[config.mk]
export PLATFORM = sky130hd
export DESIGN_NAME = sd_card_spi_block_sequencer
export DESIGN_NICKNAME = d
export VERILOG_FILES = /design/src/hdl/sdspi_pkg.sv /design/src/hdl/sdspi_front.sv /design/src/hdl/sdspi_engine.sv /design/src/hdl/sdspi_back.sv /design/src/hdl/sd_card_spi_block_sequencer.sv
export VERILOG_INCLUDE_DIRS = /design/src /design/src/hdl
export SDC_FILE = /design/constraint.sdc
export NUM_CORES = 1
export LEC_CHECK = 0
export BUFFER_PORTS_ARGS = -buffer_cell sky130_fd_sc_hd__buf_2
export CAP_MARGIN = 10
export CORE_MARGIN = 5
export CORE_UTILIZATION = 52
export CTS_BUF_LIST = sky130_fd_sc_hd__clkbuf_2 sky130_fd_sc_hd__clkbuf_4 sky130_fd_sc_hd__clkbuf_8
export DETAILED_ROUTE_END_ITERATION = 8
export GPL_TIMING_DRIVEN = 0
export HOLD_SLACK_MARGIN = 0.1
export PLACE_DENSITY = 0.72
export RECOVER_POWER = 25
export SKIP_LAST_GASP = 1
export SYNTH_ARGS = -nofsm -noshare
export SYNTH_HDL_FRONTEND = slang
export SYNTH_SLANG_ARGS = --single-unit
[constraint.sdc]
create_clock -name clock -period 12.1 [get_ports clock]
set_input_delay 0.605 -clock clock [delete_from_list [all_inputs] [get_ports clock]]
set_output_delay 0.605 -clock clock [all_outputs]
set_load 0.03 [all_outputs]
[src/hdl/sd_card_spi_block_sequencer_defines.svh]
// assertion macros for the sd card spi block sequencer
`ifndef SD_CARD_SPI_BLOCK_SEQUENCER_DEFINES_SVH
`define SD_CARD_SPI_BLOCK_SEQUENCER_DEFINES_SVH
`ifndef SYNTHESIS
`define SDS_ASSERT(label, clk, rst, prop, msg) \
   label: assert property (@(posedge clk) disable iff (rst) (prop)) else $error(msg);
`define SDS_ASSERT_RST(label, clk, prop, msg) \
   label: assert property (@(posedge clk) (prop)) else $error(msg);
`else
`define SDS_ASSERT(label, clk, rst, prop, msg)
`define SDS_ASSERT_RST(label, clk, prop, msg)
`endif
`endif

[src/hdl/sdspi_pkg.sv]
// shared types and constants of the sd card spi block sequencer
package sdspi_pkg;
   typedef enum logic [4:0] {
      P_IDLE, P_WAKE, P_CMD, P_POLL, E_POLL, P_GAP, P_TOKEN, E_TOKEN,
      P_RDATA, E_RDATA, P_PRE, P_STARTTOK, P_WDATA, P_CRC, P_DRESP,
      E_DRESP, P_BUSY, E_BUSY, P_FINISH
   } phase_type;

   typedef enum logic [1:0] {JOB_INIT0, JOB_INIT1, JOB_READ, JOB_WRITE} job_type;

   localparam logic [1:0] OP_NONE  = 2'd0;
   localparam logic [1:0] OP_INIT  = 2'd1;
   localparam logic [1:0] OP_READ  = 2'd2;
   localparam logic [1:0] OP_WRITE = 2'd3;

   localparam logic [2:0] ST_OK       = 3'd0;
   localparam logic [2:0] ST_NO_IDLE  = 3'd1;
   localparam logic [2:0] ST_REJECTED = 3'd2;
   localparam logic [2:0] ST_CRC_ERR  = 3'd3;
   localparam logic [2:0] ST_BAD_RESP = 3'd4;

   localparam logic [7:0] CMD_BASE   = 8'h40;
   localparam logic [7:0] CRC_CMD0   = 8'h95;
   localparam logic [31:0] ARG_CMD1  = 32'h00ffc000;
   localparam logic [7:0] DATA_TOKEN = 8'hfe;
   localparam logic [3:0] NIB_MASK   = 4'hf;
   localparam logic [3:0] RESP_OK    = 4'h5;
   localparam logic [3:0] RESP_CRC   = 4'hb;
   localparam logic [7:0] CODE_WRITE = 8'h18;
   localparam logic [7:0] CODE_READ  = 8'h11;
   localparam logic [7:0] IDLE_BYTE  = 8'hff;

   typedef struct packed {
      logic [1:0]  opcode;
      logic [31:0] block_address;
      logic [9:0]  transfer_length;
      logic [7:0]  card_byte;
      logic [7:0]  write_byte;
   } slot_type;

   typedef struct packed {
      logic [7:0] send_byte;
      logic       select_low;
      logic       read_valid;
      logic [7:0] read_byte;
      logic       write_taken;
      logic       busy_res;
      logic       done_res;
      logic [2:0] status;
   } result_type;
endpackage

[src/hdl/sdspi_front.sv]
// input side: slot register queue of depth two in front of the sequencer
module sdspi_front (
   input  logic               clock,
   input  logic               reset,
   input  logic               push,
   output logic               full,
   input  sdspi_pkg::slot_type slot_in,
   output logic               slot_valid,
   output sdspi_pkg::slot_type slot_out,
   input  logic               slot_take
);
   sdspi_pkg::slot_type mem_ff [2];
   logic wr_ptr_ff, rd_ptr_ff;
   logic [1:0] count_ff;
   logic wr_ptr_in, rd_ptr_in;
   logic [1:0] count_in;
   logic do_push, do_pop;

   assign full = (count_ff == 2'd2);
   assign slot_valid = (count_ff != 2'd0);
   assign slot_out = mem_ff[rd_ptr_ff];
   assign do_push = push && !full;
   assign do_pop = slot_take && slot_valid;

   always_comb begin
      wr_ptr_in = wr_ptr_ff ^ do_push;
      rd_ptr_in = rd_ptr_ff ^ do_pop;
      count_in = count_ff + {1'b0, do_push} - {1'b0, do_pop};
   end

   always_ff @(posedge clock) begin
      if (do_push) begin
         mem_ff[wr_ptr_ff] <= slot_in;
      end
   end

   always_ff @(posedge clock) begin
      if (reset) begin
         wr_ptr_ff <= 1'b0;
         rd_ptr_ff <= 1'b0;
         count_ff <= 2'd0;
      end else begin
         wr_ptr_ff <= wr_ptr_in;
         rd_ptr_ff <= rd_ptr_in;
         count_ff <= count_in;
      end
   end
endmodule

[src/hdl/sdspi_engine.sv]
// sequencer: turns one slot into one result per step of the card protocol
module sdspi_engine #(
   parameter int BLOCK_BYTES = 512,
   parameter int WAKE_BYTES = 10,
   parameter int POLL_TRIES = 9
) (
   input  logic                 clock,
   input  logic                 reset,
   input  logic                 slot_valid,
   input  sdspi_pkg::slot_type  slot,
   output logic                 slot_take,
   output logic                 res_valid,
   output sdspi_pkg::result_type res,
   input  logic                 res_ready
);
   // counter covers both the block and the wake run
   localparam int CW = $clog2(((BLOCK_BYTES > WAKE_BYTES) ? BLOCK_BYTES : WAKE_BYTES) + 1);

   sdspi_pkg::phase_type phase_ff, phase_in, ph_mid;
   sdspi_pkg::job_type job_ff, job_in, job_mid;
   logic [CW-1:0] cnt_ff, cnt_in, cnt_mid;
   logic [3:0] poll_ff, poll_in;
   logic [31:0] addr_ff, addr_in;
   logic [9:0] len_ff, len_in;
   logic [3:0] nib_ff, nib_in;
   logic [2:0] fin_ff, fin_in, fin_mid;
   sdspi_pkg::result_type r;
   logic [7:0] card;
   logic [7:0] code;
   logic [31:0] arg;
   logic [7:0] crc;
   logic step;

   assign step = slot_valid && res_ready;
   assign slot_take = step;
   assign res_valid = step;
   assign res = r;
   assign card = slot.card_byte;

   // evaluation of the previous slot's card byte
   always_comb begin
      ph_mid = phase_ff;
      job_mid = job_ff;
      cnt_mid = cnt_ff;
      addr_in = addr_ff;
      len_in = len_ff;
      nib_in = nib_ff;
      fin_mid = fin_ff;
      poll_in = poll_ff;
      r = '0;
      r.send_byte = sdspi_pkg::IDLE_BYTE;
      if (phase_ff == sdspi_pkg::P_IDLE) begin
         if (slot.opcode != sdspi_pkg::OP_NONE) begin
            addr_in = slot.block_address;
            len_in = slot.transfer_length;
            cnt_mid = '0;
            poll_in = '0;
            fin_mid = sdspi_pkg::ST_OK;
            if (slot.opcode == sdspi_pkg::OP_INIT) begin
               job_mid = sdspi_pkg::JOB_INIT0;
               ph_mid = sdspi_pkg::P_WAKE;
            end else begin
               job_mid = (slot.opcode == sdspi_pkg::OP_READ) ? sdspi_pkg::JOB_READ
                                                             : sdspi_pkg::JOB_WRITE;
               ph_mid = sdspi_pkg::P_CMD;
            end
         end
      end else begin
         case (phase_ff)
            sdspi_pkg::E_POLL: begin
               if (!(card == 8'h00 || card == 8'h01 || 32'(poll_ff) >= POLL_TRIES)) begin
                  ph_mid = sdspi_pkg::P_POLL;
               end else if (job_ff == sdspi_pkg::JOB_INIT0) begin
                  if (card == 8'h01) ph_mid = sdspi_pkg::P_GAP;
                  else begin
                     fin_mid = sdspi_pkg::ST_NO_IDLE;
                     ph_mid = sdspi_pkg::P_FINISH;
                  end
               end else if (job_ff == sdspi_pkg::JOB_INIT1) begin
                  if (card == 8'h01) ph_mid = sdspi_pkg::P_GAP;
                  else begin
                     fin_mid = sdspi_pkg::ST_OK;
                     ph_mid = sdspi_pkg::P_FINISH;
                  end
               end else if (card != 8'h00) begin
                  fin_mid = sdspi_pkg::ST_REJECTED;
                  ph_mid = sdspi_pkg::P_FINISH;
               end else if (job_ff == sdspi_pkg::JOB_READ) begin
                  ph_mid = sdspi_pkg::P_TOKEN;
               end else begin
                  ph_mid = sdspi_pkg::P_PRE;
                  cnt_mid = '0;
               end
            end
            sdspi_pkg::E_TOKEN: begin
               if (card == sdspi_pkg::DATA_TOKEN) begin
                  ph_mid = sdspi_pkg::P_RDATA;
                  cnt_mid = '0;
               end else ph_mid = sdspi_pkg::P_TOKEN;
            end
            sdspi_pkg::E_RDATA: begin
               if (32'(cnt_ff) < 32'(len_ff)) begin
                  r.read_valid = 1'b1;
                  r.read_byte = card;
               end
               if (32'(cnt_ff) + 1 >= BLOCK_BYTES) begin
                  ph_mid = sdspi_pkg::P_CRC;
                  cnt_mid = '0;
               end else begin
                  ph_mid = sdspi_pkg::P_RDATA;
                  cnt_mid = cnt_ff + CW'(1);
               end
            end
            sdspi_pkg::E_DRESP: begin
               nib_in = card[3:0] & sdspi_pkg::NIB_MASK;
               ph_mid = sdspi_pkg::P_BUSY;
            end
            sdspi_pkg::E_BUSY: begin
               if (card == 8'h00) ph_mid = sdspi_pkg::P_BUSY;
               else begin
                  ph_mid = sdspi_pkg::P_FINISH;
                  fin_mid = (nib_ff == sdspi_pkg::RESP_OK) ? sdspi_pkg::ST_OK :
                            (nib_ff == sdspi_pkg::RESP_CRC) ? sdspi_pkg::ST_CRC_ERR :
                            sdspi_pkg::ST_BAD_RESP;
               end
            end
            default: begin
            end
         endcase
      end

      // command byte source
      case (job_mid)
         sdspi_pkg::JOB_INIT0: begin
            code = 8'h00; arg = '0; crc = sdspi_pkg::CRC_CMD0;
         end
         sdspi_pkg::JOB_INIT1: begin
            code = 8'h01; arg = sdspi_pkg::ARG_CMD1; crc = sdspi_pkg::IDLE_BYTE;
         end
         sdspi_pkg::JOB_READ: begin
            code = sdspi_pkg::CODE_READ; arg = addr_in; crc = sdspi_pkg::IDLE_BYTE;
         end
         default: begin
            code = sdspi_pkg::CODE_WRITE; arg = addr_in; crc = sdspi_pkg::IDLE_BYTE;
         end
      endcase

      // emission of this slot
      phase_in = ph_mid;
      job_in = job_mid;
      cnt_in = cnt_mid;
      fin_in = fin_mid;
      r.select_low = 1'b1;
      r.busy_res = 1'b1;
      unique case (ph_mid)
         sdspi_pkg::P_WAKE: begin
            r.select_low = 1'b0;
            if (32'(cnt_mid) + 1 >= WAKE_BYTES) begin
               phase_in = sdspi_pkg::P_CMD;
               cnt_in = '0;
            end else cnt_in = cnt_mid + CW'(1);
         end
         sdspi_pkg::P_CMD: begin
            case (cnt_mid[2:0])
               3'd0: r.send_byte = sdspi_pkg::CMD_BASE | code;
               3'd1: r.send_byte = arg[31:24];
               3'd2: r.send_byte = arg[23:16];
               3'd3: r.send_byte = arg[15:8];
               3'd4: r.send_byte = arg[7:0];
               default: r.send_byte = crc;
            endcase
            cnt_in = cnt_mid + CW'(1);
            if (cnt_mid >= CW'(5)) begin
               phase_in = sdspi_pkg::P_POLL;
               poll_in = '0;
            end
         end
         sdspi_pkg::P_POLL: begin
            if (poll_in != 4'hf) poll_in = poll_in + 4'd1;
            phase_in = sdspi_pkg::E_POLL;
         end
         sdspi_pkg::P_GAP: begin
            r.select_low = 1'b0;
            job_in = sdspi_pkg::JOB_INIT1;
            phase_in = sdspi_pkg::P_CMD;
            cnt_in = '0;
         end
         sdspi_pkg::P_TOKEN: phase_in = sdspi_pkg::E_TOKEN;
         sdspi_pkg::P_RDATA: phase_in = sdspi_pkg::E_RDATA;
         sdspi_pkg::P_PRE: begin
            cnt_in = cnt_mid + CW'(1);
            if (cnt_mid >= CW'(2)) phase_in = sdspi_pkg::P_STARTTOK;
         end
         sdspi_pkg::P_STARTTOK: begin
            r.send_byte = sdspi_pkg::DATA_TOKEN;
            phase_in = sdspi_pkg::P_WDATA;
            cnt_in = '0;
         end
         sdspi_pkg::P_WDATA: begin
            if (32'(cnt_mid) < 32'(len_ff)) begin
               r.send_byte = slot.write_byte;
               r.write_taken = 1'b1;
            end else r.send_byte = 8'h00;
            if (32'(cnt_mid) + 1 >= BLOCK_BYTES) begin
               phase_in = sdspi_pkg::P_CRC;
               cnt_in = '0;
            end else cnt_in = cnt_mid + CW'(1);
         end
         sdspi_pkg::P_CRC: begin
            cnt_in = cnt_mid + CW'(1);
            if (cnt_mid >= CW'(1)) begin
               if (job_mid == sdspi_pkg::JOB_READ) begin
                  fin_in = sdspi_pkg::ST_OK;
                  phase_in = sdspi_pkg::P_FINISH;
               end else phase_in = sdspi_pkg::P_DRESP;
            end
         end
         sdspi_pkg::P_DRESP: phase_in = sdspi_pkg::E_DRESP;
         sdspi_pkg::P_BUSY: phase_in = sdspi_pkg::E_BUSY;
         sdspi_pkg::P_FINISH: begin
            r.select_low = 1'b0;
            r.done_res = 1'b1;
            r.status = fin_mid;
            phase_in = sdspi_pkg::P_IDLE;
         end
         default: begin
            r.select_low = 1'b0;
            r.busy_res = 1'b0;
            phase_in = sdspi_pkg::P_IDLE;
         end
      endcase
   end

   always_ff @(posedge clock) begin
      if (reset) begin
         phase_ff <= sdspi_pkg::P_IDLE;
         job_ff <= sdspi_pkg::JOB_INIT0;
         cnt_ff <= '0;
         poll_ff <= '0;
         addr_ff <= '0;
         len_ff <= '0;
         nib_ff <= '0;
         fin_ff <= '0;
      end else if (step) begin
         phase_ff <= phase_in;
         job_ff <= job_in;
         cnt_ff <= cnt_in;
         poll_ff <= poll_in;
         addr_ff <= addr_in;
         len_ff <= len_in;
         nib_ff <= nib_in;
         fin_ff <= fin_in;
      end
   end

`include "sd_card_spi_block_sequencer_defines.svh"
   `SDS_ASSERT(a_done_busy, clock, reset, !(res_valid && res.done_res) || res.busy_res, "done without busy")
   `SDS_ASSERT(a_idle_quiet, clock, reset, !(res_valid && !res.busy_res) || (res.status == sdspi_pkg::ST_OK && !res.select_low), "idle slot not quiet")
   `SDS_ASSERT(a_finish_idle, clock, reset, (step && phase_ff == sdspi_pkg::P_FINISH) |=> phase_ff == sdspi_pkg::P_IDLE, "finish not followed by idle")
endmodule

[src/hdl/sdspi_back.sv]
// output side: two-entry result queue
module sdspi_back (
   input  logic                 clock,
   input  logic                 reset,
   input  logic                 res_valid,
   input  sdspi_pkg::result_type res_in,
   output logic                 res_ready,
   output logic                 empty,
   input  logic                 pop,
   output sdspi_pkg::result_type res_out
);
   sdspi_pkg::result_type mem_ff [2];
   logic wr_ptr_ff, rd_ptr_ff;
   logic [1:0] count_ff;
   logic do_push, do_pop;

   assign res_ready = (count_ff != 2'd2);
   assign empty = (count_ff == 2'd0);
   assign res_out = mem_ff[rd_ptr_ff];
   assign do_push = res_valid && res_ready;
   assign do_pop = pop && !empty;

   always_ff @(posedge clock) begin
      if (do_push) begin
         mem_ff[wr_ptr_ff] <= res_in;
      end
   end

   always_ff @(posedge clock) begin
      if (reset) begin
         wr_ptr_ff <= 1'b0;
         rd_ptr_ff <= 1'b0;
         count_ff <= 2'd0;
      end else begin
         wr_ptr_ff <= wr_ptr_ff ^ do_push;
         rd_ptr_ff <= rd_ptr_ff ^ do_pop;
         count_ff <= count_ff + {1'b0, do_push} - {1'b0, do_pop};
      end
   end

`include "sd_card_spi_block_sequencer_defines.svh"
   `SDS_ASSERT(a_no_overflow, clock, reset, count_ff != 2'd3, "result queue overflow")
   `SDS_ASSERT(a_count_step, clock, reset, (do_push && !do_pop) |=> count_ff == $past(count_ff) + 2'd1, "count did not rise")
   `SDS_ASSERT_RST(a_reset_empty, clock, reset |=> empty, "not empty after reset")
endmodule

[src/hdl/sd_card_spi_block_sequencer.sv]
// top level of the sd card spi block sequencer
// One item is one spi byte slot and gives one result; a slot is taken every
// clock cycle when a slot is queued and the result queue has room. The input
// queue holds two slots, the sequencer steps its protocol state once per slot
// and a full two-entry result queue stalls it and then input. Start opcodes are
// ignored while a sequence runs; the token, busy and cmd1 waits never time out.
module sd_card_spi_block_sequencer #(
   parameter int BLOCK_BYTES = 512,
   parameter int WAKE_BYTES = 10,
   parameter int POLL_TRIES = 9
) (
   input  logic        clock,
   input  logic        reset,
   input  logic        push,
   output logic        full,
   input  logic [1:0]  req_opcode,
   input  logic [31:0] req_block_address,
   input  logic [9:0]  req_transfer_length,
   input  logic [7:0]  req_card_byte,
   input  logic [7:0]  req_write_byte,
   output logic        empty,
   input  logic        pop,
   output logic [7:0]  rsp_send_byte,
   output logic        rsp_select_low,
   output logic        rsp_read_valid,
   output logic [7:0]  rsp_read_byte,
   output logic        rsp_write_taken,
   output logic        rsp_busy_res,
   output logic        rsp_done_res,
   output logic [2:0]  rsp_status
);
   sdspi_pkg::slot_type slot_in, slot;
   sdspi_pkg::result_type res, res_q;
   logic slot_valid, slot_take, res_valid, res_ready;

   assign slot_in = '{opcode: req_opcode, block_address: req_block_address,
                      transfer_length: req_transfer_length,
                      card_byte: req_card_byte, write_byte: req_write_byte};

   sdspi_front u_front (
      .clock(clock), .reset(reset), .push(push), .full(full), .slot_in(slot_in),
      .slot_valid(slot_valid), .slot_out(slot), .slot_take(slot_take)
   );

   sdspi_engine #(
      .BLOCK_BYTES(BLOCK_BYTES), .WAKE_BYTES(WAKE_BYTES), .POLL_TRIES(POLL_TRIES)
   ) u_engine (
      .clock(clock), .reset(reset), .slot_valid(slot_valid), .slot(slot),
      .slot_take(slot_take), .res_valid(res_valid), .res(res), .res_ready(res_ready)
   );

   sdspi_back u_back (
      .clock(clock), .reset(reset), .res_valid(res_valid), .res_in(res),
      .res_ready(res_ready), .empty(empty), .pop(pop), .res_out(res_q)
   );

   assign rsp_send_byte = res_q.send_byte;
   assign rsp_select_low = res_q.select_low;
   assign rsp_read_valid = res_q.read_valid;
   assign rsp_read_byte = res_q.read_byte;
   assign rsp_write_taken = res_q.write_taken;
   assign rsp_busy_res = res_q.busy_res;
   assign rsp_done_res = res_q.done_res;
   assign rsp_status = res_q.status;
endmodule

==> impl_metrics.prom, run 1 <==
# TYPE chip_impl_metric gauge
chip_impl_metric{name="htree_levels",unit=""} 2
chip_impl_metric{name="cp_data_arrival_time",unit="ns"} 8.17
chip_impl_metric{name="post-route-worst-setup-slack",unit="ns"} 4.16
chip_impl_metric{name="globalRouteOverflowTotal",unit=""} 0
chip_impl_info{name="most-common-layout-cells",value="168 x sky130_fd_sc_hd__edfxtp_1, 145 x sky130_fd_sc_hd__nor2_1, 78 x sky130_fd_sc_hd__dfxtp_1"} 1
chip_impl_info{name="hold_crit_path_type",value="input port to flop"} 1
chip_impl_metric{name="chipWidth",unit="um"} 162
chip_impl_info{name="tritoncts",value="built"} 1
chip_impl_metric{name="timing_max_transition_violations_final",unit=""} 0
chip_impl_metric{name="fp-row-count",unit=""} 55
chip_impl_metric{name="synth_async_sr_flop_share",unit=""} 0
chip_impl_info{name="synth_ff_type",value="sky130_fd_sc_hd__edfxtp_1"} 1
chip_impl_metric{name="grt_pass1_vias",unit=""} 8912
chip_impl_metric{name="total_leakage_power",unit="nW"} 4.84
chip_impl_metric{name="final_min_period_over_clock_period",unit=""} 0.656
chip_impl_metric{name="drtPass1Iterations",unit=""} 5
chip_impl_metric{name="tightestPinTransition",unit="ns"} 1.23
chip_impl_metric{name="power.density",unit="nW/um^2"} 285
chip_impl_metric{name="port_buffers",unit=""} 88
chip_impl_metric{name="layout_min_cycle_time",unit="ns"} 7.94
chip_impl_metric{name="final-setup-viol-count",unit=""} 0
chip_impl_metric{name="total_power",unit="mW"} 3.90
chip_impl_info{name="most_common_library_cell_in_the_layout_ignoring_fill_and_taps",value="sky130_fd_sc_hd__edfxtp_1"} 1
chip_impl_metric{name="yosys_warnings",unit=""} 0
chip_impl_info{name="cp-end-kind",value="flop"} 1
chip_impl_metric{name="dp_slack",unit="ns"} 4.18
chip_impl_metric{name="hold-worst-slack",unit="ns"} 0.251
chip_impl_metric{name="switching_power",unit="mW"} 1.68
chip_impl_metric{name="drv.max_cap_violation_count",unit=""} 0
chip_impl_metric{name="post_cts.resized_instances",unit=""} 0
chip_impl_metric{name="synth.yosys.seq_area_share",unit=""} 0.550
chip_impl_metric{name="clkSinkCount",unit=""} 246
chip_impl_metric{name="detail_route.wl_per_cell",unit="um"} 19.3
chip_impl_metric{name="netlist_area_pre_place",unit="um^2"} 12000
chip_impl_metric{name="post_drt_via_cell_ratio",unit=""} 5.90
chip_impl_metric{name="global_route.usage.total",unit=""} 0.225
chip_impl_info{name="status",value="complete, no violations"} 1
chip_impl_metric{name="sequential_power_share",unit=""} 0.324
chip_impl_metric{name="area_growth_syn_to_layout",unit="%"} 13.8
chip_impl_metric{name="synth-edff-count",unit=""} 168
chip_impl_metric{name="dpl.hpwl",unit="um"} 21500
chip_impl_metric{name="chipHeight",unit="um"} 162
chip_impl_metric{name="finalWirelength",unit="um"} 29800
chip_impl_metric{name="antenna_left",unit=""} 0
chip_impl_info{name="rsz0062_at_grt",value="false"} 1
chip_impl_metric{name="path_max_fanout",unit=""} 10
chip_impl_metric{name="total_internal_power",unit="mW"} 2.22
chip_impl_metric{name="die_area",unit="um^2"} 26300
chip_impl_metric{name="syn_nets",unit=""} 1197
chip_impl_metric{name="postSynthRegisterBits",unit=""} 246
chip_impl_metric{name="postSynthCellCount",unit=""} 1093
chip_impl_metric{name="report.final.hold_viol_count",unit=""} 0
chip_impl_metric{name="synth_area_per_cell",unit="um^2"} 11.0
chip_impl_metric{name="clk-insertion-delay-late",unit="ns"} 0.55
chip_impl_metric{name="final_cells",unit=""} 1542
chip_impl_metric{name="cts_made_buffers",unit=""} 41
chip_impl_metric{name="via_count",unit=""} 9095
chip_impl_metric{name="diodes",unit=""} 0
chip_impl_metric{name="power.switching_fraction",unit=""} 0.430
chip_impl_metric{name="clock-skew-final",unit="ns"} 0.0351
chip_impl_metric{name="cts_max_path_buffers",unit=""} 3
chip_impl_metric{name="cp_data_required_time",unit="ns"} 12.34
chip_impl_metric{name="post_cts.repair.setup_buffers",unit=""} 0
chip_impl_metric{name="final_layout_size_suffix_gt1_frac",unit=""} 0.149
chip_impl_metric{name="totalNegativeSetupSlack",unit="ns"} 0
chip_impl_metric{name="floorplan.core_area",unit="um^2"} 22700
chip_impl_metric{name="max_clock_freq",unit="GHz"} 0.126
chip_impl_info{name="category_of_the_most_critical_setup_path",value="flop to flop"} 1
chip_impl_metric{name="path_clk_slew",unit="ns"} 0.06
chip_impl_metric{name="grt_antenna_before_repair",unit=""} 0
chip_impl_metric{name="grt_max_degree",unit=""} 61
chip_impl_metric{name="synthDistinctLibCells",unit=""} 84
chip_impl_metric{name="maxSlewHeadroom",unit=""} 0.178
chip_impl_info{name="critical_path.startpoint_type",value="flop"} 1
chip_impl_metric{name="nNetsFinal",unit=""} 1329
chip_impl_metric{name="start_util",unit=""} 0.529
chip_impl_metric{name="grt_first_pass_wirelength",unit="um"} 47300
chip_impl_metric{name="share_clk_of_total_power",unit=""} 0.193
chip_impl_metric{name="hold_buf_cts",unit=""} 0
chip_impl_metric{name="final_weighted_congestion_in_routability_driven_placement",unit=""} 0.947
chip_impl_metric{name="placedCellCount",unit=""} 1466
chip_impl_info{name="root_buffer",value="sky130_fd_sc_hd__clkbuf_8"} 1
chip_impl_metric{name="post-route-drc-count",unit=""} 0
chip_impl_metric{name="io_pins",unit=""} 90
chip_impl_metric{name="peakVddDrop",unit="uV"} 153
chip_impl_metric{name="pwr-share-comb",unit=""} 0.483
chip_impl_metric{name="detailedRoute.firstIterationViolations",unit=""} 719
cells by family (layout without fill, tap and decap cells):
family / count (synthesis) / in the layout / synth area share
xor+xnor: 9 / 9 / 0.00656
fa+ha+maj: 40 / 40 / 0.0416
compound gates: 282 / 282 / 0.164
simple gates: 324 / 324 / 0.127
mux: 88 / 88 / 0.0763
flops: 246 / 246 / 0.550
buf+inv: 104 / 268 / 0.0352
worst max-delay path: stages, from the launching register on:
cell,delay [ns]
sky130_fd_sc_hd__dfxtp_1,0.45
sky130_fd_sc_hd__buf_6,0.21
sky130_fd_sc_hd__clkbuf_1,0.55
sky130_fd_sc_hd__buf_1,0.82
sky130_fd_sc_hd__buf_1,0.82
sky130_fd_sc_hd__mux2i_1,0.35
sky130_fd_sc_hd__ha_1,0.27
sky130_fd_sc_hd__nand3b_1,0.34
sky130_fd_sc_hd__clkbuf_1,0.56
sky130_fd_sc_hd__clkbuf_1,0.42
sky130_fd_sc_hd__clkbuf_1,0.46
sky130_fd_sc_hd__nor2_1,0.08
sky130_fd_sc_hd__a21oi_1,0.29
sky130_fd_sc_hd__ha_1,0.25
sky130_fd_sc_hd__clkbuf_1,0.40
sky130_fd_sc_hd__a211oi_1,0.08
sky130_fd_sc_hd__o21ai_0,0.17
sky130_fd_sc_hd__a21oi_1,0.08
sky130_fd_sc_hd__a311o_1,0.32
sky130_fd_sc_hd__o21ai_0,0.44
sky130_fd_sc_hd__o211ai_1,0.22
cell usage after synthesis (6+ instances only):
library cell	instances	area share
sky130_fd_sc_hd__buf_1	11	0.0034
sky130_fd_sc_hd__mux2i_1	61	0.051
sky130_fd_sc_hd__a211oi_1	70	0.044
sky130_fd_sc_hd__nor3_1	21	0.0087
sky130_fd_sc_hd__o31ai_1	10	0.0062
sky130_fd_sc_hd__inv_1	42	0.013
sky130_fd_sc_hd__nand2_1	58	0.018
sky130_fd_sc_hd__o21ai_0	41	0.017
sky130_fd_sc_hd__a221oi_1	6	0.0044
sky130_fd_sc_hd__a21boi_0	6	0.0037
sky130_fd_sc_hd__o2111ai_1	6	0.0044
sky130_fd_sc_hd__nand2b_1	7	0.0036
sky130_fd_sc_hd__o22ai_1	10	0.0052
sky130_fd_sc_hd__a21oi_1	48	0.020
sky130_fd_sc_hd__nand4_1	9	0.0047
sky130_fd_sc_hd__nor2_1	145	0.045
sky130_fd_sc_hd__clkbuf_1	40	0.012
sky130_fd_sc_hd__o211ai_1	12	0.0075
sky130_fd_sc_hd__mux2_2	26	0.024
sky130_fd_sc_hd__xnor2_1	6	0.0044
sky130_fd_sc_hd__ha_1	40	0.042
sky130_fd_sc_hd__edfxtp_1	168	0.42
sky130_fd_sc_hd__nand3_1	23	0.0096
sky130_fd_sc_hd__and2_1	10	0.0052
sky130_fd_sc_hd__a21o_1	10	0.0062
sky130_fd_sc_hd__dfxtp_1	78	0.13
sky130_fd_sc_hd__nor2b_1	14	0.0073
cell type report:
cell class	instances	area (um^2)
Tap cell	285	357
Timing Repair Buffer	89	412
Buffer	60	258
Inverter	44	165
Fill cell	1906	9030
Clock buffer	61	752
Sequential cell	246	6610
Multi-Input combinational cell	743	5020
Clock inverter	14	105
per-stage QoR:
| stage | instance area (um^2) | util |
|---|---|---|
| 2_1_floorplan | 12000 | - |
| 3_3_place_gp | 12800 | 0.564 |
| 3_5_place_dp | 12800 | 0.566 |
| 4_1_cts | 13700 | 0.604 |
| 5_1_grt | 13700 | 0.602 |
| 6_report | 13700 | 0.602 |
path summary, 6_finish.rpt:
path	slack [ns]	cells past startpoint	from	end
worst max-delay path	4.16	20	u_front.rd_ptr_ff	u_back.mem_ff[0][19]
worst min-delay path	0.25	1	req_block_address[10]	u_front.mem_ff[0][36]
worst max register to register	4.16	20	u_front.rd_ptr_ff	u_back.mem_ff[0][19]
worst min register to register	0.47	2	u_engine.fin_ff[0]	u_engine.fin_ff[0]
sequential cells by signal, indices dropped and copies added (netlist names), 2 cells and up:
register	cells
u_engine.phase_ff	5
u_front.count_ff	2
u_engine.nib_ff	4
u_engine.job_ff	2
u_back.mem_ff	48
u_engine.addr_ff	32
u_engine.poll_ff	4
u_front.mem_ff	120
u_engine.cnt_ff	10
u_engine.fin_ff	3
u_back.count_ff	2
u_engine.len_ff	10
power by group through the flow:
stage / Combinational [mW] / Sequential (mW) / Clock, mW
floorplan: 1.36 / 1.25 / 0
global placement: 1.84 / 1.28 / 0
detailed placement: 1.86 / 1.28 / 0
CTS: 1.87 / 1.27 / 0.766
global route: 2.06 / 1.29 / 0.805
finish: 1.88 / 1.27 / 0.754
layer usage:
layer	up-vias	track usage	routed length [um]
met5	-	0	0
met4	0	0.0757	883
met3	63	0.0365	1660
met2	308	0.380	14600
met1	4334	0.297	12700
li1	4390	-	-
(Power assumes the default switching activity.)
==> run 2: changes to the inputs <==
==> constraint.sdc (replaced) <==
create_clock -name clock -period 8.1 [get_ports clock]
set_input_delay 0.405 -clock clock [delete_from_list [all_inputs] [get_ports clock]]
set_output_delay 0.405 -clock clock [all_outputs]
set_load 0.03 [all_outputs]
==> run 2 against run 1 <==
  * Global-route usage is 1.2 points higher
  * Cell count is 3.9% higher
  * Combinational power is 52% higher
  * Die area stayed put
  * Worst setup slack worse by 3.7 ns
  * Critical path depth stayed put
  * Critical path type unchanged
  * Critical endpoint is now u_back.mem_ff[1][19]
  * Largest cell class unchanged
==> impl_metrics.prom, run 2 (synthesis results as in run 1) <==
# TYPE chip_impl_metric gauge
chip_impl_metric{name="clkSinkCount",unit=""} 246
chip_impl_metric{name="post-route-drc-count",unit=""} 0
chip_impl_metric{name="dpl.hpwl",unit="um"} 21500
chip_impl_metric{name="power.density",unit="nW/um^2"} 413
chip_impl_metric{name="io_pins",unit=""} 90
chip_impl_info{name="critical_path.startpoint_type",value="flop"} 1
chip_impl_metric{name="grt_max_degree",unit=""} 61
chip_impl_metric{name="final_min_period_over_clock_period",unit=""} 0.943
chip_impl_info{name="registers.top_by_ff_count",value="u_front.mem_ff"} 1
chip_impl_metric{name="cts_made_buffers",unit=""} 41
chip_impl_metric{name="total_leakage_power",unit="nW"} 5.07
chip_impl_metric{name="detailedRoute.firstIterationViolations",unit=""} 850
chip_impl_info{name="tritoncts",value="built"} 1
chip_impl_metric{name="max_clock_freq",unit="GHz"} 0.131
chip_impl_info{name="top_regs",value="u_front.mem_ff x120, u_back.mem_ff x48, u_engine.addr_ff x32"} 1
chip_impl_metric{name="chipWidth",unit="um"} 162
chip_impl_metric{name="report.final.hold_viol_count",unit=""} 0
chip_impl_metric{name="chipHeight",unit="um"} 162
chip_impl_metric{name="diodes",unit=""} 0
chip_impl_info{name="grt.busiest_layer",value="met2"} 1
chip_impl_metric{name="grt_antenna_before_repair",unit=""} 0
chip_impl_metric{name="maxSlewHeadroom",unit=""} 0.193
chip_impl_metric{name="post_drt_via_cell_ratio",unit=""} 5.90
chip_impl_metric{name="gr-usage-met2",unit=""} 0.402
chip_impl_metric{name="cp_data_required_time",unit="ns"} 8.34
chip_impl_metric{name="post-route-worst-setup-slack",unit="ns"} 0.463
chip_impl_metric{name="finalWirelength",unit="um"} 31500
chip_impl_metric{name="total_power",unit="mW"} 5.89
chip_impl_metric{name="via_count",unit=""} 9454
chip_impl_info{name="root_buffer",value="sky130_fd_sc_hd__clkbuf_8"} 1
chip_impl_metric{name="grt_pass1_vias",unit=""} 9281
chip_impl_metric{name="postLayoutCoreUtil",unit=""} 0.628
chip_impl_metric{name="fp-row-count",unit=""} 55
chip_impl_metric{name="final_weighted_congestion_in_routability_driven_placement",unit=""} 0.947
chip_impl_metric{name="floorplan.core_area",unit="um^2"} 22700
chip_impl_metric{name="dp_slack",unit="ns"} 0.179
chip_impl_metric{name="cts_max_path_buffers",unit=""} 3
chip_impl_metric{name="cp_data_arrival_time",unit="ns"} 7.88
chip_impl_info{name="category_of_the_most_critical_setup_path",value="flop to flop"} 1
chip_impl_metric{name="start_util",unit=""} 0.529
chip_impl_metric{name="largest_register_ff_count",unit=""} 120
chip_impl_metric{name="clock-skew-final",unit="ns"} 0.0363
chip_impl_metric{name="totalNegativeSetupSlack",unit="ns"} 0
chip_impl_metric{name="layout_min_cycle_time",unit="ns"} 7.64
chip_impl_metric{name="global_route.usage.total",unit=""} 0.237
chip_impl_metric{name="clk-insertion-delay-late",unit="ns"} 0.55
chip_impl_metric{name="final-setup-viol-count",unit=""} 0
chip_impl_metric{name="use_met3",unit=""} 0.0378
chip_impl_metric{name="peakVddDrop",unit="uV"} 196
chip_impl_info{name="most-common-layout-cells",value="168 x sky130_fd_sc_hd__edfxtp_1, 145 x sky130_fd_sc_hd__nor2_1, 85 x sky130_fd_sc_hd__clkbuf_1"} 1
chip_impl_info{name="most_common_library_cell_in_the_layout_ignoring_fill_and_taps",value="sky130_fd_sc_hd__edfxtp_1"} 1
chip_impl_metric{name="antenna_left",unit=""} 0
chip_impl_metric{name="drv.max_cap_violation_count",unit=""} 0
chip_impl_metric{name="grt_use_met1",unit=""} 0.311
chip_impl_info{name="status",value="complete, no violations"} 1
chip_impl_metric{name="nNetsFinal",unit=""} 1389
chip_impl_metric{name="port_buffers",unit=""} 88
chip_impl_metric{name="filler_cell_count",unit=""} 1841
chip_impl_info{name="rsz0062_at_grt",value="false"} 1
chip_impl_metric{name="grt_first_pass_wirelength",unit="um"} 49800
chip_impl_metric{name="tightestPinTransition",unit="ns"} 1.21
chip_impl_metric{name="path_clk_slew",unit="ns"} 0.06
chip_impl_metric{name="final_layout_size_suffix_gt1_frac",unit=""} 0.135
chip_impl_metric{name="htree_levels",unit=""} 2
chip_impl_info{name="cp-end-kind",value="flop"} 1
chip_impl_info{name="hold_crit_path_type",value="input port to flop"} 1
chip_impl_metric{name="timing_max_transition_violations_final",unit=""} 0
chip_impl_metric{name="die_area",unit="um^2"} 26300
chip_impl_metric{name="area_growth_syn_to_layout",unit="%"} 18.7
chip_impl_metric{name="detail_route.wl_per_cell",unit="um"} 19.7
chip_impl_metric{name="globalRouteOverflowTotal",unit=""} 0
chip_impl_metric{name="drtPass1Iterations",unit=""} 5
chip_impl_metric{name="path_max_fanout",unit=""} 10
==> run 2: changes by cell type in the layout (fill, tap and decap cells not counted), sizes merged <==
cell,previous run,this run
clkbuf,136,148
buf,74,61
clkdlybuf4s15,0,1
dlygate4sd3,0,60
==> run 2: repair_timing <==
| action | in CTS | in global routing |
|---|---|---|
| endpoints found under the hold margin | 120 | 0 |
| buffers inserted | 0 | 0 |
| hold buffers | 60 | 0 |
| setup endpoints to repair | 0 | 16 |
| gates resized for setup | 0 | 3 |
==> run 2: path summary, 6_finish.rpt <==
| check | start | endpoint | slack (ns) | cells past startpoint |
|---|---|---|---|---|
| worst max-delay path | u_front.rd_ptr_ff | u_back.mem_ff[1][19] | 0.46 | 20 |
| worst min-delay path | pop | u_back.rd_ptr_ff | 0.34 | 4 |
| worst max register to register | u_front.rd_ptr_ff | u_back.mem_ff[1][19] | 0.46 | 20 |
| worst min register to register | u_engine.fin_ff[0] | u_engine.fin_ff[0] | 0.47 | 2 |
==> run 2: layer usage <==
layer | vias up | routed length (um) | share of wire
met4 | 0 | 884 | 0.028
met5 | - | 0 | 0
li1 | 4514 | - | -
met2 | 339 | 15700 | 0.50
met1 | 4529 | 13400 | 0.42
met3 | 72 | 1590 | 0.051
==> run 2: cell type report <==
class | instances | area, um^2 | area share
sequential | 246 | 6610 | 0.463
clock inverter | 14 | 105 | 0.00736
inverter | 44 | 165 | 0.0116
tap | 285 | 357 | 0.0250
multi-input combinational | 743 | 5020 | 0.352
timing repair buffer | 149 | 1000 | 0.0700
clock buffer | 61 | 752 | 0.0527
buffer | 60 | 265 | 0.0186
==> run 2: critical path, stage by stage, from the launching register on <==
cell and delay, ns:
sky130_fd_sc_hd__dfxtp_1 0.45, sky130_fd_sc_hd__buf_6 0.22, sky130_fd_sc_hd__clkbuf_1 0.55, sky130_fd_sc_hd__clkbuf_2 0.54, sky130_fd_sc_hd__clkdlybuf4s15_1 0.77, sky130_fd_sc_hd__mux2i_1 0.34, sky130_fd_sc_hd__ha_1 0.27, sky130_fd_sc_hd__nand3b_1 0.34
sky130_fd_sc_hd__clkbuf_1 0.58, sky130_fd_sc_hd__clkbuf_1 0.42, sky130_fd_sc_hd__clkbuf_1 0.48, sky130_fd_sc_hd__nor2_1 0.08, sky130_fd_sc_hd__a21oi_1 0.29, sky130_fd_sc_hd__ha_1 0.26, sky130_fd_sc_hd__clkbuf_1 0.39, sky130_fd_sc_hd__a211oi_1 0.08
sky130_fd_sc_hd__o21ai_0 0.17, sky130_fd_sc_hd__a21oi_1 0.08, sky130_fd_sc_hd__a311o_1 0.32, sky130_fd_sc_hd__o21ai_0 0.44, sky130_fd_sc_hd__o211ai_1 0.22
==> run 2: metrics by stage <==
| step | hold slack (ns) | instances | instance area [um^2] |
|---|---|---|---|
| detailed placement | 0.469 | 1466 | 12800 |
| finish | 0.338 | 1602 | 14300 |
| CTS | 0.320 | 1601 | 14300 |
| global route | 0.350 | 1602 | 14300 |
| global placement | 0.445 | 1466 | 12800 |
| floorplan | 0.437 | 1093 | 12000 |
==> run 2: power breakdown <==
group          leakage (nW)  total (mW)  internal, mW  switching [mW]
sequential             2.20        1.90          1.73           0.162
clock                 0.460        1.14         0.633           0.505
combinational          2.41        2.85         0.974            1.88
